File: config.mk
export PLATFORM = sky130hd
export DESIGN_NAME = dda_line_with_pixel_clip
export DESIGN_NICKNAME = d
export VERILOG_FILES = /design/src/hw/rtl/dda_pkg.sv /design/src/hw/rtl/dda_line_with_pixel_clip.sv
export SDC_FILE = /design/constraint.sdc
export NUM_CORES = 1
export LEC_CHECK = 0
export BUFFER_PORTS_ARGS = -buffer_cell sky130_fd_sc_hd__buf_4
export CORE_MARGIN = 10
export CORE_UTILIZATION = 25
export DETAILED_ROUTE_END_ITERATION = 6
export GPL_TIMING_DRIVEN = 0
export PLACE_DENSITY = 0.44
export SYNTH_ARGS = -nofsm -noshare
export SYNTH_HDL_FRONTEND = slang
export SYNTH_SLANG_ARGS = --single-unit
export TNS_END_PERCENT = 20
File: constraint.sdc
create_clock -name clk -period 8.2 [get_ports clk]
set_input_delay 1.64 -clock clk [delete_from_list [all_inputs] [get_ports clk]]
set_output_delay 1.64 -clock clk [all_outputs]
set_load 0.03 [all_outputs]
File: src/hw/rtl/dda_pkg.sv
package dda_pkg;

  // Field widths of the block.
  localparam int COORD_BITS = 12;
  localparam int FRAC_BITS  = 16;

  // Derived widths of the fixed-point state.
  localparam int POS_BITS   = COORD_BITS + 1 + FRAC_BITS;
  localparam int STEP_BITS  = FRAC_BITS + 2;
  localparam int CNT_BITS   = COORD_BITS + 1;
  localparam int REM_BITS   = CNT_BITS + 1;
  localparam int QUO_BITS   = FRAC_BITS + 1;
  localparam int DCNT_BITS  = $clog2(QUO_BITS);

  typedef logic signed [COORD_BITS-1:0] coord_t;
  typedef logic signed [POS_BITS-1:0]   pos_t;
  typedef logic signed [STEP_BITS-1:0]  step_t;
  typedef logic signed [CNT_BITS-1:0]   diff_t;
  typedef logic        [CNT_BITS-1:0]   cnt_t;
  typedef logic        [REM_BITS-1:0]   rem_t;
  typedef logic        [QUO_BITS-1:0]   quo_t;
  typedef logic        [DCNT_BITS-1:0]  dcnt_t;

  // Item function codes.
  localparam logic FUNC_LOAD    = 1'b0;
  localparam logic FUNC_ADVANCE = 1'b1;

  // Configuration register indexes.
  typedef enum logic [1:0] {
    REG_CLIP_LEFT   = 2'd0,
    REG_CLIP_BOTTOM = 2'd1,
    REG_CLIP_RIGHT  = 2'd2,
    REG_CLIP_TOP    = 2'd3
  } reg_idx_t;

  // Sequencer states.
  typedef enum logic [1:0] {
    ST_IDLE,
    ST_DIV,
    ST_EMIT
  } state_t;

  // Integer part of a fixed-point position, truncated toward zero.
  function automatic coord_t pixel_coord(pos_t p);
    logic [CNT_BITS-1:0] whole;
    logic                bump;
    whole = p[POS_BITS-1:FRAC_BITS];
    bump  = p[POS_BITS-1] && (p[FRAC_BITS-1:0] != '0);
    return coord_t'(whole + CNT_BITS'(bump));
  endfunction

  // Coordinate moved into the fixed-point position format.
  function automatic pos_t scale(coord_t c);
    return pos_t'({c[COORD_BITS-1], c, {FRAC_BITS{1'b0}}});
  endfunction

  // Inclusive range test of an exact position against two bounds.
  function automatic logic in_range(pos_t p, coord_t lo, coord_t hi);
    return (scale(lo) <= p) && (p <= scale(hi));
  endfunction

endpackage

File: src/hw/rtl/dda_line_with_pixel_clip.sv
// DDA line rasterizer with a per-pixel clip test. A load item (func = 0) takes two
// endpoints, sets the line length to max(|dx|,|dy|) and returns the start pixel;
// each advance item (func = 1) moves one step along the line and returns the next
// pixel, with last set on the final one. A line has length+1 pixels. An advance
// with no line in progress returns a result with active = 0. Pixel coordinates are
// the fixed-point position truncated toward zero; visible compares the exact
// position with the clip box, bounds inclusive. A load runs the per-axis
// increments through one shared restoring divider, one quotient bit per cycle,
// for x and then for y; the next item is taken only once the start pixel is in
// the output register. A zero-length load skips the divider. The output register
// lets an item be taken while the previous result is still being transferred.
// The clip registers are written through the configuration port; the user must
// do so only while the block is idle, which the block itself does not enforce.
module dda_line_with_pixel_clip (
  input  logic                     clk,
  input  logic                     rst,
  input  logic                     in_valid,
  output logic                     in_stall,
  input  logic                     func,
  input  dda_pkg::coord_t          start_x,
  input  dda_pkg::coord_t          start_y,
  input  dda_pkg::coord_t          end_x,
  input  dda_pkg::coord_t          end_y,
  output logic                     out_valid,
  input  logic                     out_stall,
  output dda_pkg::coord_t          pixel_x,
  output dda_pkg::coord_t          pixel_y,
  output logic                     visible,
  output logic                     last,
  output logic                     active,
  input  logic                     cfg_write,
  input  logic [1:0]               cfg_index,
  input  dda_pkg::coord_t          cfg_data
);

  dda_pkg::state_t state, state_next;

  dda_pkg::coord_t clip_left, clip_bottom, clip_right, clip_top;

  dda_pkg::pos_t  pos_x, pos_x_next, pos_y, pos_y_next;
  dda_pkg::step_t step_x, step_x_next, step_y, step_y_next;
  dda_pkg::cnt_t  steps_left, steps_left_next;
  logic           line_active, line_active_next;

  // Divider registers.
  dda_pkg::cnt_t  len, len_next;
  dda_pkg::cnt_t  mag_y, mag_y_next;
  logic           neg_x, neg_x_next, neg_y, neg_y_next;
  dda_pkg::rem_t  rem, rem_next;
  dda_pkg::quo_t  quo, quo_next;
  dda_pkg::dcnt_t dcnt, dcnt_next;
  logic           axis, axis_next;

  // Output register.
  logic            out_valid_next;
  dda_pkg::coord_t pixel_x_next, pixel_y_next;
  logic            visible_next, last_next, active_next;

  logic in_accept;
  logic out_free;

  // Load arithmetic.
  dda_pkg::diff_t dx, dy;
  dda_pkg::cnt_t  abs_dx, abs_dy;

  // Divider step.
  logic           div_ge;
  dda_pkg::rem_t  div_sub;
  dda_pkg::quo_t  div_quo;
  dda_pkg::step_t div_step;

  // Advance arithmetic.
  dda_pkg::pos_t  adv_x, adv_y;
  dda_pkg::cnt_t  adv_left;

  assign out_free  = !out_valid || !out_stall;
  assign in_stall  = (state != dda_pkg::ST_IDLE) ||
                     ((func == dda_pkg::FUNC_ADVANCE) && !out_free);
  assign in_accept = in_valid && !in_stall;

  // Endpoint differences and their magnitudes.
  always_comb begin
    dx     = dda_pkg::diff_t'(end_x) - dda_pkg::diff_t'(start_x);
    dy     = dda_pkg::diff_t'(end_y) - dda_pkg::diff_t'(start_y);
    abs_dx = dda_pkg::cnt_t'(dx[dda_pkg::CNT_BITS-1] ? -dx : dx);
    abs_dy = dda_pkg::cnt_t'(dy[dda_pkg::CNT_BITS-1] ? -dy : dy);
  end

  // One restoring-division step: one quotient bit per cycle.
  always_comb begin
    div_ge  = rem >= dda_pkg::rem_t'(len);
    div_sub = div_ge ? rem - dda_pkg::rem_t'(len) : rem;
    div_quo = {quo[dda_pkg::QUO_BITS-2:0], div_ge};
    if ((axis ? neg_y : neg_x)) begin
      div_step = -dda_pkg::step_t'({1'b0, div_quo});
    end else begin
      div_step = dda_pkg::step_t'({1'b0, div_quo});
    end
  end

  // Position after one step along the line.
  always_comb begin
    adv_x    = pos_x + dda_pkg::pos_t'(step_x);
    adv_y    = pos_y + dda_pkg::pos_t'(step_y);
    adv_left = steps_left - dda_pkg::cnt_t'(1);
  end

  // Sequencer: next state, line state and output register.
  always_comb begin
    state_next       = state;
    pos_x_next       = pos_x;
    pos_y_next       = pos_y;
    step_x_next      = step_x;
    step_y_next      = step_y;
    steps_left_next  = steps_left;
    line_active_next = line_active;
    len_next         = len;
    mag_y_next       = mag_y;
    neg_x_next       = neg_x;
    neg_y_next       = neg_y;
    rem_next         = rem;
    quo_next         = quo;
    dcnt_next        = dcnt;
    axis_next        = axis;
    out_valid_next   = out_valid && out_stall;
    pixel_x_next     = pixel_x;
    pixel_y_next     = pixel_y;
    visible_next     = visible;
    last_next        = last;
    active_next      = active;

    unique case (state)
      dda_pkg::ST_IDLE: begin
        if (in_accept) begin
          if (func == dda_pkg::FUNC_LOAD) begin
            // Start a new line and set up the x-axis division.
            len_next         = (abs_dy > abs_dx) ? abs_dy : abs_dx;
            mag_y_next       = abs_dy;
            neg_x_next       = dx[dda_pkg::CNT_BITS-1];
            neg_y_next       = dy[dda_pkg::CNT_BITS-1];
            pos_x_next       = dda_pkg::scale(start_x);
            pos_y_next       = dda_pkg::scale(start_y);
            steps_left_next  = len_next;
            line_active_next = len_next != '0;
            rem_next         = dda_pkg::rem_t'(abs_dx);
            quo_next         = '0;
            dcnt_next        = dda_pkg::dcnt_t'(dda_pkg::QUO_BITS - 1);
            axis_next        = 1'b0;
            if (len_next == '0) begin
              step_x_next = '0;
              step_y_next = '0;
              state_next  = dda_pkg::ST_EMIT;
            end else begin
              state_next  = dda_pkg::ST_DIV;
            end
          end else if (!line_active || steps_left == '0) begin
            // Advance with no line in progress.
            line_active_next = 1'b0;
            out_valid_next   = 1'b1;
            pixel_x_next     = '0;
            pixel_y_next     = '0;
            visible_next     = 1'b0;
            last_next        = 1'b0;
            active_next      = 1'b0;
          end else begin
            // Advance one step and return the new pixel.
            pos_x_next       = adv_x;
            pos_y_next       = adv_y;
            steps_left_next  = adv_left;
            line_active_next = adv_left != '0;
            out_valid_next   = 1'b1;
            pixel_x_next     = dda_pkg::pixel_coord(adv_x);
            pixel_y_next     = dda_pkg::pixel_coord(adv_y);
            visible_next     = dda_pkg::in_range(adv_x, clip_left, clip_right) &&
                               dda_pkg::in_range(adv_y, clip_bottom, clip_top);
            last_next        = adv_left == '0;
            active_next      = 1'b1;
          end
        end
      end

      dda_pkg::ST_DIV: begin
        quo_next  = div_quo;
        rem_next  = dda_pkg::rem_t'({div_sub[dda_pkg::REM_BITS-2:0], 1'b0});
        dcnt_next = dcnt - dda_pkg::dcnt_t'(1);
        if (dcnt == '0) begin
          if (!axis) begin
            // The x increment is done; start the y division.
            step_x_next = div_step;
            rem_next    = dda_pkg::rem_t'(mag_y);
            quo_next    = '0;
            dcnt_next   = dda_pkg::dcnt_t'(dda_pkg::QUO_BITS - 1);
            axis_next   = 1'b1;
          end else begin
            step_y_next = div_step;
            state_next  = dda_pkg::ST_EMIT;
          end
        end
      end

      dda_pkg::ST_EMIT: begin
        // Return the start pixel once the output register is free.
        if (out_free) begin
          out_valid_next = 1'b1;
          pixel_x_next   = dda_pkg::pixel_coord(pos_x);
          pixel_y_next   = dda_pkg::pixel_coord(pos_y);
          visible_next   = dda_pkg::in_range(pos_x, clip_left, clip_right) &&
                           dda_pkg::in_range(pos_y, clip_bottom, clip_top);
          last_next      = steps_left == '0;
          active_next    = 1'b1;
          state_next     = dda_pkg::ST_IDLE;
        end
      end

      default: begin
        state_next = dda_pkg::ST_IDLE;
      end
    endcase
  end

  // Control state and clip registers.
  always_ff @(posedge clk) begin
    if (rst) begin
      state       <= dda_pkg::ST_IDLE;
      out_valid   <= 1'b0;
      line_active <= 1'b0;
      pos_x       <= '0;
      pos_y       <= '0;
      step_x      <= '0;
      step_y      <= '0;
      steps_left  <= '0;
      clip_left   <= dda_pkg::coord_t'(40);
      clip_bottom <= dda_pkg::coord_t'(40);
      clip_right  <= dda_pkg::coord_t'(200);
      clip_top    <= dda_pkg::coord_t'(200);
    end else begin
      state       <= state_next;
      out_valid   <= out_valid_next;
      line_active <= line_active_next;
      pos_x       <= pos_x_next;
      pos_y       <= pos_y_next;
      step_x      <= step_x_next;
      step_y      <= step_y_next;
      steps_left  <= steps_left_next;
      if (cfg_write) begin
        unique case (dda_pkg::reg_idx_t'(cfg_index))
          dda_pkg::REG_CLIP_LEFT:   clip_left   <= cfg_data;
          dda_pkg::REG_CLIP_BOTTOM: clip_bottom <= cfg_data;
          dda_pkg::REG_CLIP_RIGHT:  clip_right  <= cfg_data;
          dda_pkg::REG_CLIP_TOP:    clip_top    <= cfg_data;
          default: ;
        endcase
      end
    end
  end

  // Divider and output payload registers.
  always_ff @(posedge clk) begin
    len     <= len_next;
    mag_y   <= mag_y_next;
    neg_x   <= neg_x_next;
    neg_y   <= neg_y_next;
    rem     <= rem_next;
    quo     <= quo_next;
    dcnt    <= dcnt_next;
    axis    <= axis_next;
    pixel_x <= pixel_x_next;
    pixel_y <= pixel_y_next;
    visible <= visible_next;
    last    <= last_next;
    active  <= active_next;
  end

endmodule
==> reports/qor.yml, run 1 <==
clocking:
  postCtsSetupBuffers: 0
  cts_resized: 0
  clk_latency_ns: 0.60
  clock_path_buffers: 3
  cts_tree: "yes"
  path_clk_slew_ns: 0.06
  cts_buffers: 30
  root_buffer: "clkbuf_16"
  holdBufCountCts: 0
  htree_levels: 1
  clkSinkCount: 250
global_routing:
  grt_max_degree: 36
  track_usage_pct: 15.7
  grt_first_pass_wirelength_um: 110000
  overflow: 0
  grt_pass1_vias: 17600
  antenna_found_initial: 5
routing:
  postRouteAntennaNets: 0
  via_per_inst: 5.12
  drc: 0
  drtIter0Drc: 1237
  routedWlPerCell_um: 21.2
  totalWireLength_um: 74100
  drtPass1Iterations: 6
  vias: 17900
finish:
  finalNonFillerCells: 3493
  multiInputGateArea_mm2: 0.0128
  stdcell_area_mm2: 0.0228
  syn_to_final_growth_pct: 15.6
  fill_cells: 8301
  final_layout_size_suffix_gt1_share_pct: 9.62
  fin_nets: 2726
  final_util_pct: 29.3
  seqCellArea_mm2: 0.00592
  diodes: 0
worst_setup_path:
  crit_fanout: 10
  worstSetupPathType: "input port to flip-flop"
  slowest_delay_ns: 0.72
  cpMaxStageDelayCell: "nor4_2"
  start_kind: "input port"
  cp.arrival_ns: 7.93
  worstPathCellList: "buf_4 > ha_1 > fa_1 > nor2b_2 > o31a_1 > o211ai_2 > nor4_4 > nand4_1 > nor4_2 > inv_1 > ha_1 > nand4_1 > a311oi_1 > a2111oi_4 > nor2_1 > clkbuf_8 > nand2_1 > o32ai_1 > nand3_2 > nor4_4 > a211oi_4 > buf_6 > o2bb2ai_2"
  end_kind: "flip-flop"
  required_ns: 8.65
sta:
  period_share_pct: 91.3
  min_period_ns: 7.48
  skew_ns: 0.0287
  rsz0062_at_grt: "no"
  timing.final.max_slew_violations: 0
  worstMarginPinSlew_ns: 1.26
  hold_violations: 0
  relSlewSlack_pct: 15.7
  finalSetupTns_ns: 0
  finalSetupViolCount: 0
  fmax_mhz: 134
die:
  die_w_um: 301
  initial_core_util_pct: 25.3
  boundaryPins: 97
  die_h_um: 301
  rows: 102
  die_area_mm2: 0.0904
  core-area_mm2: 0.0777
power_and_ir_drop:
  total_power_mw: 4.46
  peakVddDrop_v: 0.000156
  power_frac_clock_pct: 31.0
  powerDensity_mw_per_mm2: 196
  p_sw_mw: 1.66
  intPower_mw: 2.80
  pwr-share-comb_pct: 35.8
  sw_frac_of_total_pct: 37.1
  power_frac_seq_pct: 33.2
  p_leak_nw: 9.32
worst_hold_path:
  holdCritPathClass: "flip-flop to flip-flop"
logic_synthesis:
  syn_nets: 2598
  netlist.area_leader.share_pct: 16.2
  synthFlopType: "dfxtp_1"
  syn_inst: 2301
  synth_edf_count: 91
  synth.distinct_cells: 113
  synth_area_mm2: 0.0197
  yosys.area.top_type: "dfxtp_1"
  ys_seq_area_share_pct: 30.0
  synthArstFlopShare_pct: 0
  yosysWarnings: 0
  avgSynthCellArea_um2: 8.56
  synth-seq-cells: 250
  synthTopCellsByArea: "dfxtp_1, ha_1, edfxtp_1, xnor2_1, a21oi_1"
place:
  io_buffer_count: 94
  dp_hpwl_um: 59900
  gp_congestion: 0.908
  dp_cells: 3437
  placed_cell_area_mm2: 0.0218
outcome:
  status: "completed"
job:
  drv_cap: 0
## cell usage after synthesis (19+ instances only)
cell type,count
o211ai_1,28
nand2_1,210
a22oi_1,32
nor2b_1,28
edfxtp_1,91
a31oi_1,19
nand2b_1,27
o21ai_0,102
mux2i_1,21
nor2_1,209
dfxtp_1,159
clkbuf_1,68
a211oi_1,55
inv_1,151
ha_1,224
a21o_1,63
and3_1,24
nand4_1,35
nor3_1,39
nand3_1,49
xor2_1,44
xnor2_1,105
o21a_1,24
nor4_1,32
a21oi_1,172
## per-stage QoR
step	worst slack, ns	hold WS (ns)
floorplan	1.62	0.436
finish	0.716	0.458
global route	0.464	0.484
CTS	0.773	0.460
detailed placement	0.167	0.451
global placement	0.0873	0.446
## worst max-delay path, delay by kind of cell
family          cells  cell delay, ns
simple gates        9            2.74
compound gates      7            1.81
fa+ha+maj           3            1.04
buf+inv             4            0.69
## registers in the layout, summed over array words and instances, names as in the netlist, 13 cells and up
name and count:
steps_left 13, len 13, quo 16, step_x 18, step_y 18, mag_y 13, pos_y 29, pos_x 29
rem 14
## final timing paths
| path | from | end | slack, ns | depth (start not counted) |
|---|---|---|---|---|
| worst min-delay path | clip_right[8]$_SDFFE_PP0P_ | clip_right[8]$_SDFFE_PP0P_ | 0.46 | 2 |
| worst min register to register | clip_right[8]$_SDFFE_PP0P_ | clip_right[8]$_SDFFE_PP0P_ | 0.46 | 2 |
| worst max register to register | pos_y[0]$_SDFFE_PP0P_ | visible$_DFFE_PP_ | 1.78 | 18 |
| worst max-delay path | start_x[0] | step_y[7]$_SDFFE_PP0P_ | 0.72 | 23 |
## final cells by class
| class | count | area share, % |
|---|---|---|
| Multi-Input combinational cell | 1809 | 56.2 |
| Sequential cell | 250 | 26.0 |
| Tap cell | 1040 | 5.72 |
| Clock buffer | 42 | 3.76 |
| Timing Repair Buffer | 96 | 3.25 |
| Inverter | 154 | 2.54 |
| Buffer | 88 | 1.89 |
| Clock inverter | 14 | 0.698 |
## kinds of logic (layout without fill, tap and decap cells)
group	Yosys count	in the layout	synth area share (%)
compound gates	657	657	23.1
flops	250	250	30.0
simple gates	746	746	18.8
xor+xnor	150	150	6.71
buf+inv	242	394	5.12
mux	27	27	1.49
fa+ha+maj	229	229	14.7
## power groups by stage
stage                     Combinational, mW  Clock (mW)  Sequential, mW
after floorplan                        1.08           0            1.49
after global placement                 1.56           0            1.51
after detailed placement               1.58           0            1.51
after CTS                              1.59        1.42            1.48
after global routing                   1.75        1.47            1.49
final                                  1.60        1.38            1.48
## layout by cell type (no fill, tap or decap), types with 12 or more instances in the layout
master	n
nor2_1	209
o211ai_1	28
xor2_1	44
or3_1	14
nor3_1	39
a21o_1	63
clkbuf_1	73
ha_1	224
nand3_1	49
buf_4	95
o21a_1	24
nor4_1	32
xnor2_1	105
edfxtp_1	91
o21ai_0	102
dfxtp_1	159
o2bb2ai_1	17
clkbuf_16	30
a22oi_1	32
o22ai_1	17
nand4_1	35
and3_1	24
nor2b_1	28
mux2i_1	21
inv_1	150
nand2_1	210
a211oi_1	54
nand2b_1	27
a21oi_1	172
a31oi_1	19
a22o_1	12
## per-layer routing
metal | vias up | track usage, % | wire length (um)
met5 | - | 0 | 7
met4 | 2 | 4.91 | 2290
met3 | 125 | 3.04 | 4840
met2 | 502 | 25.0 | 32500
met1 | 8577 | 21.1 | 34500
li1 | 8695 | - | -
(Power assumes the default switching activity.)
==> run 2: changes to the inputs <==
--- a/config.mk
+++ b/config.mk
@@ -8,10 +8,11 @@
 export BUFFER_PORTS_ARGS = -buffer_cell sky130_fd_sc_hd__buf_4
 export CORE_MARGIN = 10
 export CORE_UTILIZATION = 25
+export CTS_BUF_LIST = sky130_fd_sc_hd__clkbuf_8
 export DETAILED_ROUTE_END_ITERATION = 6
 export GPL_TIMING_DRIVEN = 0
 export PLACE_DENSITY = 0.44
 export SYNTH_ARGS = -nofsm -noshare
 export SYNTH_HDL_FRONTEND = slang
 export SYNTH_SLANG_ARGS = --single-unit
-export TNS_END_PERCENT = 20
+export TNS_END_PERCENT = 5
==> run 2 against run 1 <==
Net effect:
- hold slack got worse by 0.00058 ns
- wire length increased by 0.31%
- via count increased by 0.40%
- register-to-register slack improved by 0.07 ns
- first-iteration DRC count increased by 2.3%
- sequential power about the same
- core utilization about the same
- critical endpoint is now step_y[6]$_SDFFE_PP0P_
- largest cell class unchanged
- highest routed layer is now met4
==> reports/qor.yml, run 2 (same netlist as run 1, synthesis figures left out) <==
routing:
  postRouteAntennaNets: 0
  drtIter0Drc: 1266
  totalWireLength_um: 74300
  via_per_inst: 5.10
  routedWlPerCell_um: 21.1
  vias: 18000
  drc: 0
  drtPass1Iterations: 5
clocking:
  clkSinkCount: 250
  path_clk_slew_ns: 0.06
  cts_resized: 0
  postCtsSetupBuffers: 0
  htree_levels: 2
  cts_tree: "yes"
  cts_buffers: 47
  clock_path_buffers: 3
  root_buffer: "clkbuf_8"
  holdBufCountCts: 0
  clk_latency_ns: 0.66
sta:
  skew_ns: 0.0475
  rsz0062_at_grt: "no"
  hold_violations: 0
  relSlewSlack_pct: 15.9
  period_share_pct: 91.0
  finalSetupViolCount: 0
  worstMarginPinSlew_ns: 1.25
  finalSetupTns_ns: 0
  fmax_mhz: 134
  timing.final.max_slew_violations: 0
  min_period_ns: 7.46
finish:
  syn_to_final_growth_pct: 15.6
  fill_cells: 8317
  final_cell_mix: "ha_1, nand2_1, nor2_1"
  multiInputGateArea_mm2: 0.0128
  final_common_cell: "ha_1"
  reg_top3: "pos_x: 29 flops, pos_y: 29 flops"
  final_layout_size_suffix_gt1_share_pct: 10.1
  seqCellArea_mm2: 0.00592
  final_util_pct: 29.3
  fin_nets: 2743
worst_setup_path:
  reg2reg_from: "pos_y[0]$_SDFFE_PP0P_"
  crit_fanout: 10
  crit_start: "start_x[0]"
  reg2regPathDepth: 18
  required_ns: 8.69
  crit_path_end: "step_y[6]$_SDFFE_PP0P_"
  start_kind: "input port"
  timing.rr.end: "visible$_DFFE_PP_"
  reg2reg_slack_ns: 1.85
  cp.arrival_ns: 7.95
  end_kind: "flip-flop"
  worstSetupPathType: "input port to flip-flop"
die:
  initial_core_util_pct: 25.3
  core-area_mm2: 0.0777
  rows: 102
  boundaryPins: 97
  die_area_mm2: 0.0904
  die_w_um: 301
  die_h_um: 301
place:
  io_buffer_count: 94
  gp_congestion: 0.908
  dp_hpwl_um: 59900
global_routing:
  grt_max_degree: 36
  grt_first_pass_wirelength_um: 111000
  overflow: 0
  grt_pass1_vias: 17700
  antenna_found_initial: 3
  track_usage_pct: 15.8
outcome:
  status: "completed"
power_and_ir_drop:
  p_leak_nw: 9.39
  peakVddDrop_v: 0.0000772
  total_power_mw: 4.40
  powerDensity_mw_per_mm2: 193
worst_hold_path:
  whs_path_depth: 2
  holdCritPathClass: "flip-flop to flip-flop"
job:
  drv_cap: 0
-- run 2: worst min path at each step --
stage,startpoint,to,slack [ns]
final,clip_right[8]$_SDFFE_PP0P_,clip_right[8]$_SDFFE_PP0P_,0.46
after global routing,clip_top[1]$_SDFFE_PP0P_,clip_top[1]$_SDFFE_PP0P_,0.48
after CTS,clip_right[2]$_SDFFE_PP0P_,clip_right[2]$_SDFFE_PP0P_,0.46
after detailed placement,clip_right[8]$_SDFFE_PP0P_,clip_right[8]$_SDFFE_PP0P_,0.45
after global placement,clip_top[5]$_SDFFE_PP0P_,clip_top[5]$_SDFFE_PP0P_,0.45
after floorplan,step_x[0]$_SDFFE_PP0P_,step_x[0]$_SDFFE_PP0P_,0.44
-- run 2: area by class of cell --
class | instances | area share (%)
antenna | 1 | 0.0110
clock buffer | 54 | 3.27
timing repair buffer | 96 | 3.26
buffer | 88 | 1.89
inverter | 154 | 2.54
tap | 1040 | 5.72
clock inverter | 31 | 1.14
sequential | 250 | 26.0
multi-input combinational | 1809 | 56.2
-- run 2: worst max-delay path, stage by stage --
cell and delay [ns]:
buf_4 0.15, ha_1 0.23, fa_1 0.42, nor2b_2 0.23, o31a_1 0.26, o211ai_2 0.23
nor4_4 0.41, nand4_1 0.21, nor4_2 0.75, inv_1 0.10, ha_1 0.39, nand4_1 0.16
a311oi_1 0.44, a2111oi_4 0.14, nor2_1 0.25, clkbuf_8 0.23, mux2i_4 0.38, o211ai_2 0.19
nor4_4 0.57, a211oi_4 0.22, buf_6 0.21, o2bb2ai_2 0.12
-- run 2: power breakdown --
| part | internal, mW | switching (mW) |
|---|---|---|
| registers | 1.40 | 0.0784 |
| logic | 0.581 | 1.01 |
| clock network | 0.732 | 0.592 |
| total | 2.72 | 1.68 |
-- run 2: per-layer routing --
layer  up-vias  wire length [um]  global-route usage (%)
met2       501             33100                    25.5
met5         -                 0                       0
met3        96              4450                    2.87
li1       8733                 -                       -
met1      8643             35000                    21.4
met4         0              1760                    4.34
-- run 2: per-stage QoR --
step	setup WS [ns]	instance area (um^2)	std cells	hold WS (ns)
after floorplan	1.62	19700	2301	0.436
after global placement	0.0873	21700	3435	0.446
after detailed placement	0.167	21800	3437	0.451
after CTS	0.823	22800	3522	0.459
after global routing	0.515	22800	3523	0.484
final	0.736	22800	3523	0.457
==> run 3: changes to the inputs <==
--- a/config.mk
+++ b/config.mk
@@ -6,6 +6,7 @@
 export NUM_CORES = 1
 export LEC_CHECK = 0
 export BUFFER_PORTS_ARGS = -buffer_cell sky130_fd_sc_hd__buf_4
+export CORE_ASPECT_RATIO = 1.5
 export CORE_MARGIN = 10
 export CORE_UTILIZATION = 25
 export CTS_BUF_LIST = sky130_fd_sc_hd__clkbuf_8
==> run 3 against run 2 <==
Net effect:
- hold slack improved by 0.0014 ns
- sequential share of layout area rose by 0.15 points
- cell area is 0.56% lower
- critical path type unchanged
- worst setup slack got worse by 0.20 ns
- clock power down 6%
- combinational power barely moved
==> reports/qor.yml, run 3 (same netlist as run 1, synthesis figures left out) <==
finish:
  reg_top3: "pos_x: 29 flops, pos_y: 29 flops"
  multiInputGateArea_mm2: 0.0128
  seqCellArea_mm2: 0.00592
  final_util_pct: 28.9
  syn_to_final_growth_pct: 14.9
  fin_nets: 2738
  final_layout_size_suffix_gt1_share_pct: 10.0
  final_common_cell: "ha_1"
  final_cell_mix: "ha_1, nand2_1, nor2_1"
  stdcell_area_mm2: 0.0226
  fill_cells: 8326
sta:
  rsz0062_at_grt: "no"
  worstMarginPinSlew_ns: 1.05
  whs_ns: 0.458
  period_share_pct: 93.4
  relSlewSlack_pct: 29.5
  fin_ws_ns: 0.539
  skew_ns: 0.0425
  min_period_ns: 7.66
  fmax_mhz: 131
  timing.final.max_slew_violations: 0
  hold_violations: 0
  finalSetupViolCount: 0
power_and_ir_drop:
  power_frac_seq_pct: 34.4
  sw_frac_of_total_pct: 38.8
  powerDensity_mw_per_mm2: 191
  intPower_mw: 2.65
  power_frac_clock_pct: 28.7
  p_leak_nw: 9.33
  p_sw_mw: 1.68
  peakVddDrop_v: 0.0000861
  pwr-share-comb_pct: 36.9
worst_setup_path:
  required_ns: 8.68
  slowest_delay_ns: 0.70
  cpMaxStageDelayCell: "xnor2_1"
  path_buf_inv: 5
  worstPathCellList: "buf_4 > ha_1 > fa_1 > nor2b_2 > o31a_1 > o211ai_1 > a21oi_1 > buf_4 > a31oi_1 > xnor2_1 > inv_1 > ha_1 > a211oi_1 > o21ai_0 > o2111a_1 > a2111oi_4 > nor2_1 > clkbuf_8 > mux2i_4 > o211ai_2 > nor4_4 > a211oi_4 > buf_6 > o2bb2ai_2"
  critPathTopFamily: "compound AO/OA/AOI/OAI gates"
  crit_fanout: 10
  end_kind: "flip-flop"
  reg2reg_slack_ns: 1.84
  worstSetupPathType: "input port to flip-flop"
  cp.arrival_ns: 8.14
  start_kind: "input port"
die:
  core-area_mm2: 0.0784
  die_w_um: 249
  rows: 126
  boundaryPins: 97
  die_area_mm2: 0.0906
  initial_core_util_pct: 25.1
  die_h_um: 364
routing:
  routedWlPerCell_um: 21.9
  drtPass1Iterations: 5
  totalWireLength_um: 76700
  vias: 18100
  drc: 0
  postRouteAntennaNets: 0
  via_per_inst: 5.17
  drtIter0Drc: 1060
place:
  placed_cell_area_mm2: 0.0217
  place_worst_setup_slack_ns: -0.0924
  dp_hpwl_um: 63200
  gp_congestion: 0.927
  io_buffer_count: 94
clocking:
  postCtsSetupBuffers: 0
  clk_latency_ns: 0.65
  cts_resized: 0
  htree_levels: 2
  clock_path_buffers: 3
  clkSinkCount: 250
  root_buffer: "clkbuf_8"
  cts_tree: "yes"
  path_clk_slew_ns: 0.07
  holdBufCountCts: 0
  cts_buffers: 42
worst_hold_path:
  holdCritPathClass: "flip-flop to flip-flop"
global_routing:
  grt_first_pass_wirelength_um: 115000
  antenna_found_initial: 4
  track_usage_pct: 16.4
  overflow: 0
  top_usage_layer: "met2"
  grt_pass1_vias: 18500
  met3_usage_pct: 1.76
  grt_use_met2_pct: 31.3
  grt_util_met1_pct: 18.0
  grt_max_degree: 36
job:
  drv_cap: 0
outcome:
  status: "completed"
run 3: cell types whose count changed in the layout (fill, tap and decap cells not counted), moves of 2 or more:
cell	change
clkbuf_8	-3
clkinv_1	-3
clkinv_2	+2
inv_1	-3
clkinv_8	-2
run 3: power groups by stage:
stage / combinational (mW) / clock [mW] / sequential [mW]
global route: 1.76 / 1.32 / 1.49
finish: 1.60 / 1.24 / 1.49
global placement: 1.57 / 0 / 1.51
CTS: 1.60 / 1.27 / 1.49
floorplan: 1.08 / 0 / 1.49
detailed placement: 1.59 / 0 / 1.51
run 3: layer usage:
metal / part of all wire [%] / routed length, um
met3: 3.9 / 2980
met1: 40 / 30500
met5: 0 / 0
met2: 52 / 40100
met4: 4.0 / 3060
run 3: through the flow:
stage	total power [mW]	instances	setup TNS (ns)
after detailed placement	3.10	3421	-1.20
after global placement	3.08	3419	-1.33
after global routing	4.58	3498	0
final	4.32	3498	0
after CTS	4.35	3497	0
after floorplan	2.57	2301	0
run 3: area by class of cell:
class                      count  share of cell area, %
sequential                   250                   26.1
clock buffer                  51                   3.10
inverter                     154                   2.55
multi-input combinational   1809                   56.5
buffer                        88                   1.90
antenna                        1                 0.0111
tap                         1024                   5.66
clock inverter                25                  0.857
timing repair buffer          96                   3.27
run 3: path summary, 6_finish.rpt:
check,from,end,depth (start not counted)
worst max register to register,pos_y[0]$_SDFFE_PP0P_,visible$_DFFE_PP_,18
worst min-delay path,clip_right[10]$_SDFFE_PP0P_,clip_right[10]$_SDFFE_PP0P_,2
worst min register to register,clip_right[10]$_SDFFE_PP0P_,clip_right[10]$_SDFFE_PP0P_,2
worst max-delay path,start_x[0],step_y[6]$_SDFFE_PP0P_,24
run 3: worst register-to-register path, cell delays in order, from the launching register on:
cell and delay (ns):
dfxtp_1 0.33, ha_1 0.24, fa_1 0.44, a211oi_1 0.23
nor2_1 0.11, o31a_1 0.38, a211oi_1 0.68, o21ai_0 0.28
xor2_1 0.81, ha_1 0.40, a21o_1 0.18, a21o_1 0.17
a21oi_1 0.14, o21a_1 0.14, o21ai_0 0.11, a31oi_1 0.40
nor2_1 0.16, a2111o_1 0.41, o31ai_1 0.48
